--- src/hw/rtl/round_robin_task_scheduler_macros.svh ---
// assertion macros for the round robin task scheduler
`ifndef ROUND_ROBIN_TASK_SCHEDULER_MACROS_SVH
`define ROUND_ROBIN_TASK_SCHEDULER_MACROS_SVH
`ifndef ASSERT_OFF
`define RRTS_ASSERT(label, clk, rst, prop, msg) \
  label: assert property (@(posedge clk) disable iff (rst) prop) else $error(msg);
`define RRTS_ASSERT_RST(label, clk, prop, msg) \
  label: assert property (@(posedge clk) prop) else $error(msg);
`else
`define RRTS_ASSERT(label, clk, rst, prop, msg)
`define RRTS_ASSERT_RST(label, clk, prop, msg)
`endif
`endif

--- src/hw/rtl/rrts_pkg.sv ---
// shared types and constants of the round robin task scheduler
`timescale 1ns / 1ps
package rrts_pkg;
  localparam int NumProcs = 8;
  localparam int PidW = $clog2(NumProcs);
  localparam int MaskW = 8;

  typedef enum logic [1:0] {
    REQ_SCHED = 2'd0,
    REQ_WRITE = 2'd1,
    REQ_TICK  = 2'd2,
    REQ_NONE  = 2'd3
  } req_t;

  localparam logic [2:0] ST_RUNNING    = 3'd0;
  localparam logic [2:0] ST_READY      = 3'd1;
  localparam logic [2:0] ST_SLEEPING   = 3'd2;
  localparam logic [2:0] ST_PAUSED     = 3'd3;
  localparam logic [2:0] ST_TERMINATED = 3'd4;
  localparam logic [3:0] SIG_ALARM     = 4'd14;

  typedef struct packed {
    logic [1:0] req_type;
    logic [2:0] proc_id;
    logic [2:0] new_state;
    logic [31:0] wake_tick;
    logic [31:0] alarm_at;
    logic [31:0] tick_value;
  } in_t;

  typedef struct packed {
    logic [2:0] run_pid;
    logic [31:0] now_tick;
    logic [7:0] alarm_mask;
    logic halted;
    logic stuck;
  } out_t;

  // controller to datapath
  typedef struct packed {
    logic load;      // capture input beat and apply writes
    logic demote;    // demote running, clear scan
    logic scan;      // examine entry at idx
    logic advance;   // step entry idx over the event tick
    logic pick;      // choose the found ready process
    logic [PidW-1:0] idx;
    logic second;    // second ready search
  } cmd_t;

  // datapath to controller
  typedef struct packed {
    logic is_sched;
    logic alive;
    logic found;
    logic has_event;
  } sts_t;
endpackage

--- src/hw/rtl/rrts_if.sv ---
// valid/ready channel carrying one payload beat
`timescale 1ns / 1ps
interface rrts_if #(parameter type T = logic) (input logic clk);
  logic valid;
  logic ready;
  T     data;
  modport source (output valid, output data, input ready);
  modport sink (input valid, input data, output ready);
endinterface

--- src/hw/rtl/rrts_ctrl.sv ---
// scheduler sequencer: walks the table entries one per cycle
`timescale 1ns / 1ps
module rrts_ctrl import rrts_pkg::*; (
  input  logic clk,
  input  logic rst,
  input  logic in_valid,
  output logic in_ready,
  output logic out_valid,
  input  logic out_ready,
  input  sts_t sts,
  output cmd_t cmd
);
  typedef enum logic [6:0] {
    S_IDLE  = 7'b0000001,
    S_DEMOT = 7'b0000010,
    S_SCAN1 = 7'b0000100,
    S_ADV   = 7'b0001000,
    S_SCAN2 = 7'b0010000,
    S_PICK  = 7'b0100000,
    S_OUT   = 7'b1000000
  } state_t;

  state_t state, state_next;
  logic [PidW-1:0] idx, idx_next;
  localparam logic [PidW-1:0] LastIdx = PidW'(NumProcs - 1);

  assign in_ready  = (state == S_IDLE);
  assign out_valid = (state == S_OUT);

  always_comb begin
    state_next = state;
    idx_next = idx;
    cmd = '0;
    cmd.idx = idx;
    unique case (state)
      S_IDLE: begin
        if (in_valid) begin
          cmd.load = 1'b1;
          state_next = S_DEMOT;
        end
      end
      S_DEMOT: begin
        if (!sts.is_sched) begin
          state_next = S_OUT;
        end else begin
          cmd.demote = 1'b1;
          idx_next = '0;
          state_next = S_SCAN1;
        end
      end
      S_SCAN1: begin
        cmd.scan = 1'b1;
        idx_next = idx + 1'b1;
        if (idx == LastIdx) begin
          idx_next = '0;
          state_next = S_ADV;
        end
      end
      S_ADV: begin
        // halted, ready found, or stuck skip the time jump
        if (!sts.alive || sts.found || !sts.has_event) begin
          state_next = S_PICK;
        end else begin
          cmd.advance = 1'b1;
          idx_next = idx + 1'b1;
          if (idx == LastIdx) begin
            idx_next = '0;
            state_next = S_SCAN2;
          end
        end
      end
      S_SCAN2: begin
        cmd.scan = 1'b1;
        cmd.second = 1'b1;
        idx_next = idx + 1'b1;
        if (idx == LastIdx) begin
          idx_next = '0;
          state_next = S_PICK;
        end
      end
      S_PICK: begin
        cmd.pick = 1'b1;
        state_next = S_OUT;
      end
      S_OUT: begin
        if (out_ready) state_next = S_IDLE;
      end
      default: state_next = S_IDLE;
    endcase
  end

  always_ff @(posedge clk) begin
    if (rst) begin
      state <= S_IDLE;
      idx <= '0;
    end else begin
      state <= state_next;
      idx <= idx_next;
    end
  end
endmodule

--- src/hw/rtl/rrts_dp.sv ---
// scheduler datapath: task table, tick count and search registers
`timescale 1ns / 1ps
module rrts_dp import rrts_pkg::*; (
  input  logic clk,
  input  logic rst,
  input  in_t  in_data,
  input  cmd_t cmd,
  output sts_t sts,
  output out_t out_data
);
  logic [2:0]  proc_states [NumProcs];
  logic [31:0] wake_ticks [NumProcs];
  logic [31:0] alarm_ticks [NumProcs];
  logic [NumProcs-1:0] signal_pending;
  logic [PidW-1:0] running_pid;
  logic [31:0] tick_count;

  in_t req;
  logic alive, found, has_event, halted, stuck;
  logic [PidW-1:0] best_pid;
  logic [PidW:0] best_gap;
  logic [32:0] best_steps;
  logic [MaskW-1:0] mask;

  function automatic logic [32:0] steps_until(input logic [31:0] tgt, input logic [31:0] now);
    logic [31:0] first;
    first = now + 32'd1;
    if (tgt <= first) return 33'd1;
    return {1'b0, tgt - first} + 33'd1;
  endfunction

  // entry under scan, with the demotion folded in
  logic [2:0] st_i;
  logic [32:0] ws, as;
  logic [PidW:0] gap;
  logic [PidW-1:0] rel;
  logic ev_w, ev_a;
  always_comb begin
    st_i = proc_states[cmd.idx];
    ws = steps_until(wake_ticks[cmd.idx], tick_count);
    as = steps_until(alarm_ticks[cmd.idx], tick_count);
    rel = cmd.idx - running_pid;
    // circular distance after the running one, running itself last
    gap = (rel == '0) ? (PidW+1)'(NumProcs) : {1'b0, rel};
    ev_w = (st_i == ST_SLEEPING);
    ev_a = (st_i == ST_PAUSED) && (alarm_ticks[cmd.idx] != 32'd0);
  end

  assign sts.is_sched = (req.req_type == REQ_SCHED);
  assign sts.alive = alive;
  assign sts.found = found;
  assign sts.has_event = has_event;

  assign out_data.run_pid = 3'(running_pid);
  assign out_data.now_tick = tick_count;
  assign out_data.alarm_mask = mask;
  assign out_data.halted = halted;
  assign out_data.stuck = stuck;

  always_ff @(posedge clk) begin
    if (cmd.load) req <= in_data;
    if (rst) begin
      for (int i = 0; i < NumProcs; i++) begin
        proc_states[i] <= ST_TERMINATED;
        wake_ticks[i] <= '0;
        alarm_ticks[i] <= '0;
      end
      signal_pending <= '0;
      running_pid <= '0;
      tick_count <= '0;
      mask <= '0;
      halted <= 1'b0;
      stuck <= 1'b0;
      alive <= 1'b0;
      found <= 1'b0;
      has_event <= 1'b0;
      best_pid <= '0;
      best_gap <= '0;
      best_steps <= '0;
    end else begin
      if (cmd.load) begin
        mask <= '0;
        halted <= 1'b0;
        stuck <= 1'b0;
        if (in_data.req_type == REQ_WRITE && 32'(in_data.proc_id) < NumProcs) begin
          proc_states[PidW'(in_data.proc_id)] <= in_data.new_state;
          wake_ticks[PidW'(in_data.proc_id)] <= in_data.wake_tick;
          alarm_ticks[PidW'(in_data.proc_id)] <= in_data.alarm_at;
        end else if (in_data.req_type == REQ_TICK) begin
          tick_count <= in_data.tick_value;
        end
      end
      if (cmd.demote) begin
        if (proc_states[running_pid] == ST_RUNNING) proc_states[running_pid] <= ST_READY;
        alive <= 1'b0;
        found <= 1'b0;
        has_event <= 1'b0;
        best_gap <= '1;
        best_steps <= '1;
      end
      if (cmd.scan) begin
        if (st_i != ST_TERMINATED) alive <= 1'b1;
        if (st_i == ST_READY && (!found || gap < best_gap)) begin
          found <= 1'b1;
          best_pid <= cmd.idx;
          best_gap <= gap;
        end
        if (!cmd.second) begin
          if (ev_w || ev_a) has_event <= 1'b1;
          if (ev_w && ev_a)
            best_steps <= (ws < as ? ws : as) < best_steps ? (ws < as ? ws : as) : best_steps;
          else if (ev_w && ws < best_steps) best_steps <= ws;
          else if (ev_a && as < best_steps) best_steps <= as;
        end
      end
      if (cmd.advance) begin
        if (st_i == ST_SLEEPING && ws <= best_steps) proc_states[cmd.idx] <= ST_READY;
        if (alarm_ticks[cmd.idx] != 32'd0 && as <= best_steps) begin
          signal_pending[cmd.idx] <= 1'b1;
          alarm_ticks[cmd.idx] <= '0;
          if (32'(cmd.idx) < MaskW) mask[3'(cmd.idx)] <= 1'b1;
          if (st_i == ST_PAUSED) proc_states[cmd.idx] <= ST_READY;
        end
        // tick moves once the last entry has been tested
        if (cmd.idx == PidW'(NumProcs - 1)) tick_count <= tick_count + best_steps[31:0];
      end
      if (cmd.pick) begin
        if (!alive) halted <= 1'b1;
        else if (!found) stuck <= 1'b1;
        else begin
          running_pid <= best_pid;
          proc_states[best_pid] <= ST_RUNNING;
        end
      end
    end
  end
endmodule

--- src/hw/rtl/round_robin_task_scheduler.sv ---
// Round robin task scheduler: one result beat per request beat. A schedule
// request walks the 8-entry task table one entry a cycle in up to three
// passes, the later ones only when no task is ready and time jumps to the
// earliest wake or alarm. A new request is taken once the result is
// delivered.
`timescale 1ns / 1ps
`include "round_robin_task_scheduler_macros.svh"
module round_robin_task_scheduler import rrts_pkg::*; (
  input logic clk,
  input logic rst,
  rrts_if.sink   req,
  rrts_if.source rsp
);
  cmd_t cmd;
  sts_t sts;
  out_t out_data;

  rrts_ctrl u_ctrl (
    .clk, .rst,
    .in_valid(req.valid), .in_ready(req.ready),
    .out_valid(rsp.valid), .out_ready(rsp.ready),
    .sts, .cmd
  );

  rrts_dp u_dp (
    .clk, .rst,
    .in_data(req.data), .cmd, .sts, .out_data
  );

  assign rsp.data = out_data;

  `RRTS_ASSERT(a_no_overlap, clk, rst, !(req.ready && rsp.valid), "input taken while result pending")
  `RRTS_ASSERT(a_flags_excl, clk, rst, rsp.valid |-> !(out_data.halted && out_data.stuck), "halted and stuck together")
  `RRTS_ASSERT(a_mask_stuck, clk, rst, (rsp.valid && (out_data.stuck || out_data.halted)) |-> out_data.alarm_mask == '0, "alarm fired without time jump")
  `RRTS_ASSERT_RST(a_reset_idle, clk, $past(rst) |-> !rsp.valid, "result right after reset")
endmodule

--- src/flat_wrapper.sv ---
// flat-port wrapper written by rule: the top's interface ports become plain ports
module round_robin_task_scheduler_flat import rrts_pkg::*;
  (clk, rst, req_valid, req_data, req_ready, rsp_valid, rsp_data, rsp_ready);
  rrts_if #(.T(in_t)) req_i (.clk(clk));
  rrts_if #(.T(out_t)) rsp_i (.clk(clk));
  input logic clk;
  input logic rst;
  input wire logic [$bits(req_i.valid)-1:0] req_valid;
  input wire logic [$bits(req_i.data)-1:0] req_data;
  output wire logic [$bits(req_i.ready)-1:0] req_ready;
  output wire logic [$bits(rsp_i.valid)-1:0] rsp_valid;
  output wire logic [$bits(rsp_i.data)-1:0] rsp_data;
  input wire logic [$bits(rsp_i.ready)-1:0] rsp_ready;
  assign req_i.valid = req_valid;
  assign req_i.data = req_data;
  assign req_ready = req_i.ready;
  assign rsp_valid = rsp_i.valid;
  assign rsp_data = rsp_i.data;
  assign rsp_i.ready = rsp_ready;
  round_robin_task_scheduler u_core (.clk(clk), .rst(rst), .req(req_i), .rsp(rsp_i));
endmodule
--- config.mk ---
export PLATFORM = sky130hd
export DESIGN_NAME = round_robin_task_scheduler_flat
export DESIGN_NICKNAME = d
export VERILOG_FILES = /design/src/hw/rtl/rrts_pkg.sv /design/src/hw/rtl/rrts_if.sv /design/src/hw/rtl/rrts_ctrl.sv /design/src/hw/rtl/rrts_dp.sv /design/src/hw/rtl/round_robin_task_scheduler.sv /design/src/flat_wrapper.sv
export VERILOG_INCLUDE_DIRS = /design/src /design/src/hw/rtl
export SDC_FILE = /design/constraint.sdc
export NUM_CORES = 2
export LEC_CHECK = 0
export ABC_AREA = 1
export ABC_CLOCK_PERIOD_IN_PS = 11300
export BUFFER_PORTS_ARGS = -buffer_cell sky130_fd_sc_hd__buf_4
export CAP_MARGIN = 20
export CELL_PAD_IN_SITES_DETAIL_PLACEMENT = 2
export CELL_PAD_IN_SITES_GLOBAL_PLACEMENT = 2
export CORE_MARGIN = 5
export CORE_UTILIZATION = 31
export CTS_BUF_LIST = sky130_fd_sc_hd__clkbuf_4 sky130_fd_sc_hd__clkbuf_8 sky130_fd_sc_hd__clkbuf_16
export CTS_CLUSTER_SIZE = 12
export DETAILED_ROUTE_END_ITERATION = 10
export HOLD_SLACK_MARGIN = 0.03
export PLACE_DENSITY_LB_ADDON = 0.25
export SYNTH_ARGS = -nofsm -noshare
export SYNTH_HDL_FRONTEND = slang
export SYNTH_SLANG_ARGS = --single-unit
--- constraint.sdc ---
create_clock -name clk -period 11.3 [get_ports clk]
set_input_delay 0 -clock clk [delete_from_list [all_inputs] [get_ports clk]]
set_output_delay 0 -clock clk [all_outputs]
set_load 0.02 [all_outputs]
After elaboration in Yosys (flattened, before gate mapping)
Memories as Yosys holds them, arrays and structs flattened. A register that Yosys moved wholly into a read port is not among the register bits.
Cells that the tools add are included.
{"block": "op_classes", "n_bitwise": 2, "addsub": 8, "reduce_logical": 32, "n_lt_le_gt_ge": 11, "eq_ne": 22, "mux": 125}
{"operator": "$mux 33", "n": 12}
{"operator": "$mux 32", "n": 8}
{"operator": "$lt 33x33->1", "n": 4}
{"operator": "$reduce_or 32->1", "n": 3}
{"operator": "$mux 3", "n": 23}
{"operator": "$add 32x1->33 const B", "n": 2}
{"operator": "$le 33x33->1", "n": 2}
{"operator": "$le 32x32->1", "n": 2}
{"operator": "$mux 1", "n": 64}
{"operator": "$sub 32x32->32", "n": 2}
{"operator": "$mux 7", "n": 7}
{"operator": "$pmux 7 s7", "n": 1}
{"operator": "$add 32x1->32 const B", "n": 1}
{"operator": "$add 32x32->32", "n": 1}
{"operator": "$mux 8", "n": 4}
{"operator": "$reduce_bool 32->1", "n": 1}
{"operator": "$mux 4", "n": 4}
{"operator": "$reduce_or 3->1", "n": 4}
{"operator": "$ne 2x2->1 const B", "n": 5}
{"operator": "$pmux 3 s3", "n": 1}
{"operator": "$logic_and 1x1->1", "n": 8}
{"operator": "$or 8x8->8", "n": 1}
{"operator": "$eq 7x1->1 const B", "n": 1}
{"operator": "$eq 7x2->1 const B", "n": 1}
{"operator": "29 further kinds", "n": 38}
{"block": "totals", "register_bits": 100, "memories": 3, "out_inout_bits": 47, "ram_bits": 536}
{"name": "u_core.u_dp.alarm_ticks", "depth": 8, "width": 32, "read_ports": 1, "rd_ports_with_merged_regs": 1, "write_ports": 8, "line_no": "rrts_dp.sv:13", "source": "logic [31:0] alarm_ticks [NumProcs];"}
{"name": "u_core.u_dp.wake_ticks", "depth": 8, "width": 32, "read_ports": 1, "rd_ports_with_merged_regs": 1, "write_ports": 8, "line_no": "rrts_dp.sv:12", "source": "logic [31:0] wake_ticks [NumProcs];"}
{"name": "u_core.u_dp.proc_states", "depth": 8, "width": 3, "read_ports": 2, "rd_ports_with_merged_regs": 2, "write_ports": 8, "line_no": "rrts_dp.sv:11", "source": "logic [2:0] proc_states [NumProcs];"}

Depth between registers and ports, before layout
{"block": "logic_depth", "ltp_word": 14, "ltp_mapped": 56, "depth_no_buf": 51}

By module
Synthesis repeated with hierarchy kept, for this count alone.
{"block": "unflattened", "cells_unflattened": 5689, "hier_area_um2": 39835.7}
{"module": "rrts_dp", "n_inst": 1, "seq_area_each_um2": 15174.6, "area_each_um2": 39131.3, "cells_each": 5585}
{"module": "rrts_ctrl", "n_inst": 1, "seq_area_each_um2": 200.2, "area_each_um2": 704.4, "cells_each": 104}

Worst setup path before layout
OpenSTA, ideal clock, no wires.
{"block": "synth_timing", "path_type": "reg-to-reg", "from": "register u_core.u_dp.tick_count[0]", "to": "memory u_core.u_dp.alarm_ticks[3][0], enable pin", "stages_incl_launch_ff": 41, "required_time_ps": 10911, "path_buffers": 3, "arrival_time_ps": 7223, "synth_period_minus_slack_ps": 7613, "slack_ps": 3687, "path_cell_list": "dfxtp_1 ha_1 clkbuf_1 nand3_1 nor3_1 nand3_1 nor4_1 nand2_1 nor3_1 nand2_1 nor3_1 inv_1 nor2_1 xor2_1 ha_1 nand2_1 o21ai_0 a221oi_1 (+5 left out) nand3_1 nand2_1 inv_2 ha_1 nand2_1 nor2_1 nand4_1 or4_1 nand2_1 nand3_1 nor2_1 nand2_1 o21ai_1 o21ai_1 inv_2 nand2_1 buf_2 nand2_1"}
{"element": "from (decl)", "line_no": "rrts_dp.sv:16", "source": "logic [31:0] tick_count;"}
{"element": "from (signal assigned)", "line_no": "rrts_dp.sv:90", "source": "tick_count <= in_data.tick_value;"}
{"element": "from (signal assigned)", "line_no": "rrts_dp.sv:125", "source": "if (cmd.idx == PidW'(NumProcs - 1)) tick_count <= tick_count + best_steps[31:0];"}
{"element": "to (decl)", "line_no": "rrts_dp.sv:13"}

==> results.md <==
* Cell depth of the worst flop-to-flop path at 40
* First-pass GRT wire length at 272000 µm
* F_max at 94.8 MHz
* Flop2flop setup slack at 0.76 ns
* Power after layout at 14.2 mW
* Total GRT Usage at 25.5%
* Hold Vio Cnt, Final at 0
* PD cells at 298 mW/mm²
* CP required at 11.60 ns
* Family with the most delay on the worst path: simple AND/OR/NAND/NOR gates
* DR iter-0 viols at 2545
* End point of the critical path: u_core.u_dp.alarm_ticks[4][31]
* Pin count of the biggest net entering global routing at 99
* Synth Register Bits at 642
* Status: finished, final reports clean
* First-pass iteration count of the detailed router at 5
* Max stage delay on crit path at 0.97 ns
* Die H at 373 µm
* Post-Place Setup Slack at 0.960 ns
* Worst-Margin Slew at 1.24 ns
* Post-placement cell count at 7033
* FF-to-FF End: u_core.u_dp.alarm_ticks[4][31]
* Vias in the first global route at 42053
* Sw Ratio at 53.4%
* DIE WIDTH at 373 µm
* Type of origin of the critical path: flip-flop
* Netlist area before placement at 0.0409 mm²
* CP max stage cell: xor2_1
* Hold-fix buffers, CTS at 111
* Fin util at 36.2%
* Placed wire-length estimate at 131000 µm
* PostCTS Resize Cnt at 0
* Placed cell area at 0.0438 mm²
* Fin. max-slew vios at 0
* Vias at 39123
* Final setup fails at 0
* Die Footprint at 0.139 mm²
* Nets at 5747
* Yosys warning count at 0
* Initial core utilization at 31.1%
* CTS Sinks at 642
* Combinational fraction of design power at 62.2%
* Placer Congestion at 0.946
* Post-synth EDFFs at 538
* CP max FO at 33
* Clock slew at reported path FFs at 0.07 ns
* Int Power at 6.61 mW
* Total gr overflow at 0
* Cells on Worst Hold Path at 4
* Clk network pwr share at 18.4%
* Critical path depth at 40
* Leakage at 20.8 nW
* RSZ-0062 raised after global routing: no
* Number of buffers and inverters on the critical path at 6
* Synth Flop Type: edfxtp_1
* Worst vdd ir at 0.000152 V
* MaxCap Viol Count at 0
* Min Hold Slack at 0.175 ns
* Post-Syn Nets at 5550
* Fill cells at 15101
* Hold Crit Class: in -> reg
* Share of cells above drive strength 1 at 10.7%
* Setup TNS at 0 ns
* Min Clock Period, post-route at 10.54 ns
* Clk buf depth at 3
* Initial antenna violation count at 2
* Finished Layout Cells at 7290
* Drt drc at 0
* Final setup margin at 0.755 ns
* IO Port Bufs at 154
* Setup crit start: u_core.u_dp.tick_count[1]
* Crit Path Category: reg -> reg
* Core area at 0.131 mm²
* Final wirelength at 184000 µm
* Final ANT Viol Nets at 0
* Crit. End Element: flip-flop
* FFs w/ async S/R, synth at 0%
* Reg2reg start: u_core.u_dp.tick_count[1]
* H-tree levels at 3
* Post-route cell area at 0.0476 mm²
* Row count at 133
* Synth top area cells: edfxtp_1, nand2_1, nor2_1
* Sequential share of power at 19.4%
* DR WL/cell at 25.2 µm
* Largest area contributor in the netlist: edfxtp_1
* Psw at 7.59 mW
* Worst Skew at 0.0432 ns
* I/O pins at 155
* Post-synthesis area per instance at 7.75 µm²
* Synthesized netlist cell count at 5276
* Post-CTS setup buffers at 0
* CTS Buf Count at 80
* Data arrival, critical path at 10.84 ns
* Most common cell on crit path: nand2_1
* Cell variety after synth at 70
* Clock Latency Late Sink at 0.71 ns
* Layout area overhead at 16.4%
* CTS tree: built
* Clk root buf: clkbuf_16
* Vias per cell at 5.37
* Share of the synthesized area in the top cell type at 39.5%
* Rel. slew slack at 17.2%
* Post-synthesis sequential area ratio at 44.6%
* Ratio of final minimum period to clock period at 93.3%
-- synthesized netlist by cell type, types with 6 or more instances --
master	n
buf_6	12
nand2_2	61
clkbuf_1	128
nor2_2	41
xor2_1	36
buf_1	11
a21oi_1	251
nor2_1	935
buf_2	58
nor2_4	12
nand4_1	89
a211oi_1	9
a31oi_1	41
or2_2	10
dfxtp_1	104
a32o_1	20
a221oi_1	10
o211ai_1	34
xnor2_1	22
nand3b_1	17
nand2_1	1166
nand3_4	6
o21ai_0	245
nor4_1	28
nand3_1	393
inv_1	536
edfxtp_1	538
nand2_4	13
nand3_2	21
buf_4	10
o21ai_1	32
nor3_1	56
ha_1	162
nor3_2	9
inv_2	23
o31ai_1	18
o22ai_1	45
-- flip-flops by register name (all words and copies together) (netlist names), 2 cells and up, named ones only --
register and count:
u_core.u_dp.req 2, u_core.u_dp.best_pid 3, u_core.u_dp.running_pid 3, u_core.u_dp.best_steps 33
u_core.u_dp.proc_states 24, u_core.u_dp.wake_ticks 256, u_core.u_dp.best_gap 4, u_core.u_dp.tick_count 32
u_core.u_ctrl.state 7, u_core.u_dp.alarm_ticks 256, u_core.u_dp.mask 8, u_core.u_ctrl.idx 3
-- tightest hold or removal path, stage by stage --
cell and delay, ns:
dlygate4sd3_1 0.54, buf_4 0.14, nand2_1 0.07, a221oi_1 0.07
-- placed cells by master, fill, tap and decap left out, types with 22 or more instances in the layout --
| master | synthesis | layout |
|---|---|---|
| a21oi_1 | 251 | 251 |
| a31oi_1 | 41 | 41 |
| buf_4 | 10 | 221 |
| clkbuf_16 | 0 | 81 |
| clkbuf_4 | 0 | 24 |
| dfxtp_1 | 104 | 101 |
| dlygate4sd3_1 | 0 | 111 |
| edfxtp_1 | 538 | 538 |
| ha_1 | 162 | 162 |
| inv_1 | 536 | 534 |
| nand2_1 | 1166 | 1150 |
| nand2_2 | 61 | 77 |
| nand3_1 | 393 | 393 |
| nand4_1 | 89 | 89 |
| nor2_1 | 935 | 934 |
| nor2_2 | 41 | 41 |
| nor3_1 | 56 | 56 |
| nor4_1 | 28 | 28 |
| o211ai_1 | 34 | 34 |
| o21ai_0 | 245 | 245 |
| o21ai_1 | 32 | 32 |
| o22ai_1 | 45 | 45 |
| xnor2_1 | 22 | 22 |
| xor2_1 | 36 | 36 |
-- layer usage --
layer,vias to the layer above,track usage (%),part of all wire [%]
met5,-,0,0
met2,778,44.8,49
li1,18082,-,-
met3,190,3.23,4.4
met1,20073,33.1,44
met4,0,7.05,2.8
-- how the worst min path moves through the flow --
| stage | slack [ns] | start | end |
|---|---|---|---|
| floorplan | 0.1 | req_data[102] | u_core.u_dp.req[102] |
| global placement | 0.19 | req_data[102] | u_core.u_dp.req[102] |
| detailed placement | 0.19 | req_data[102] | u_core.u_dp.req[102] |
| CTS | 0.09 | req_data[9] | u_core.u_dp.tick_count[9] |
| global route | 0.18 | req_data[12] | u_core.u_dp.tick_count[12] |
| finish | 0.17 | req_data[12] | u_core.u_dp.tick_count[12] |
-- cells by family (layout without fill, tap and decap cells) --
kind of cell,count (synthesis),after routing,synth area share (%)
fa+ha+maj,166,166,5.15
xor+xnor,59,59,1.31
compound gates,745,745,10.5
other cells,0,1,0
simple gates,2876,2876,30.7
buf+inv,788,1046,7.75
flops,642,642,44.6
-- power groups by stage --
stage               combinational (mW)  sequential [mW]  clock, mW
finish                            8.83             2.76       2.61
global route                      9.63             2.77       2.76
CTS                               8.70             2.76       2.66
detailed placement                8.61             2.81          0
global placement                  8.38             2.80          0
floorplan                         5.61             2.76          0
-- layout make-up --
class	instances	area, µm²	area share (%)
Sequential cell	642	18200	38.3
Inverter	567	2150	4.52
Clock buffer	108	2250	4.72
Tap cell	1755	2200	4.61
Timing Repair Buffer	336	2850	5.99
Clock inverter	35	347	0.728
Antenna cell	1	2.50	0.00526
Multi-Input combinational cell	3846	19600	41.1
(Power assumes the default switching activity.)
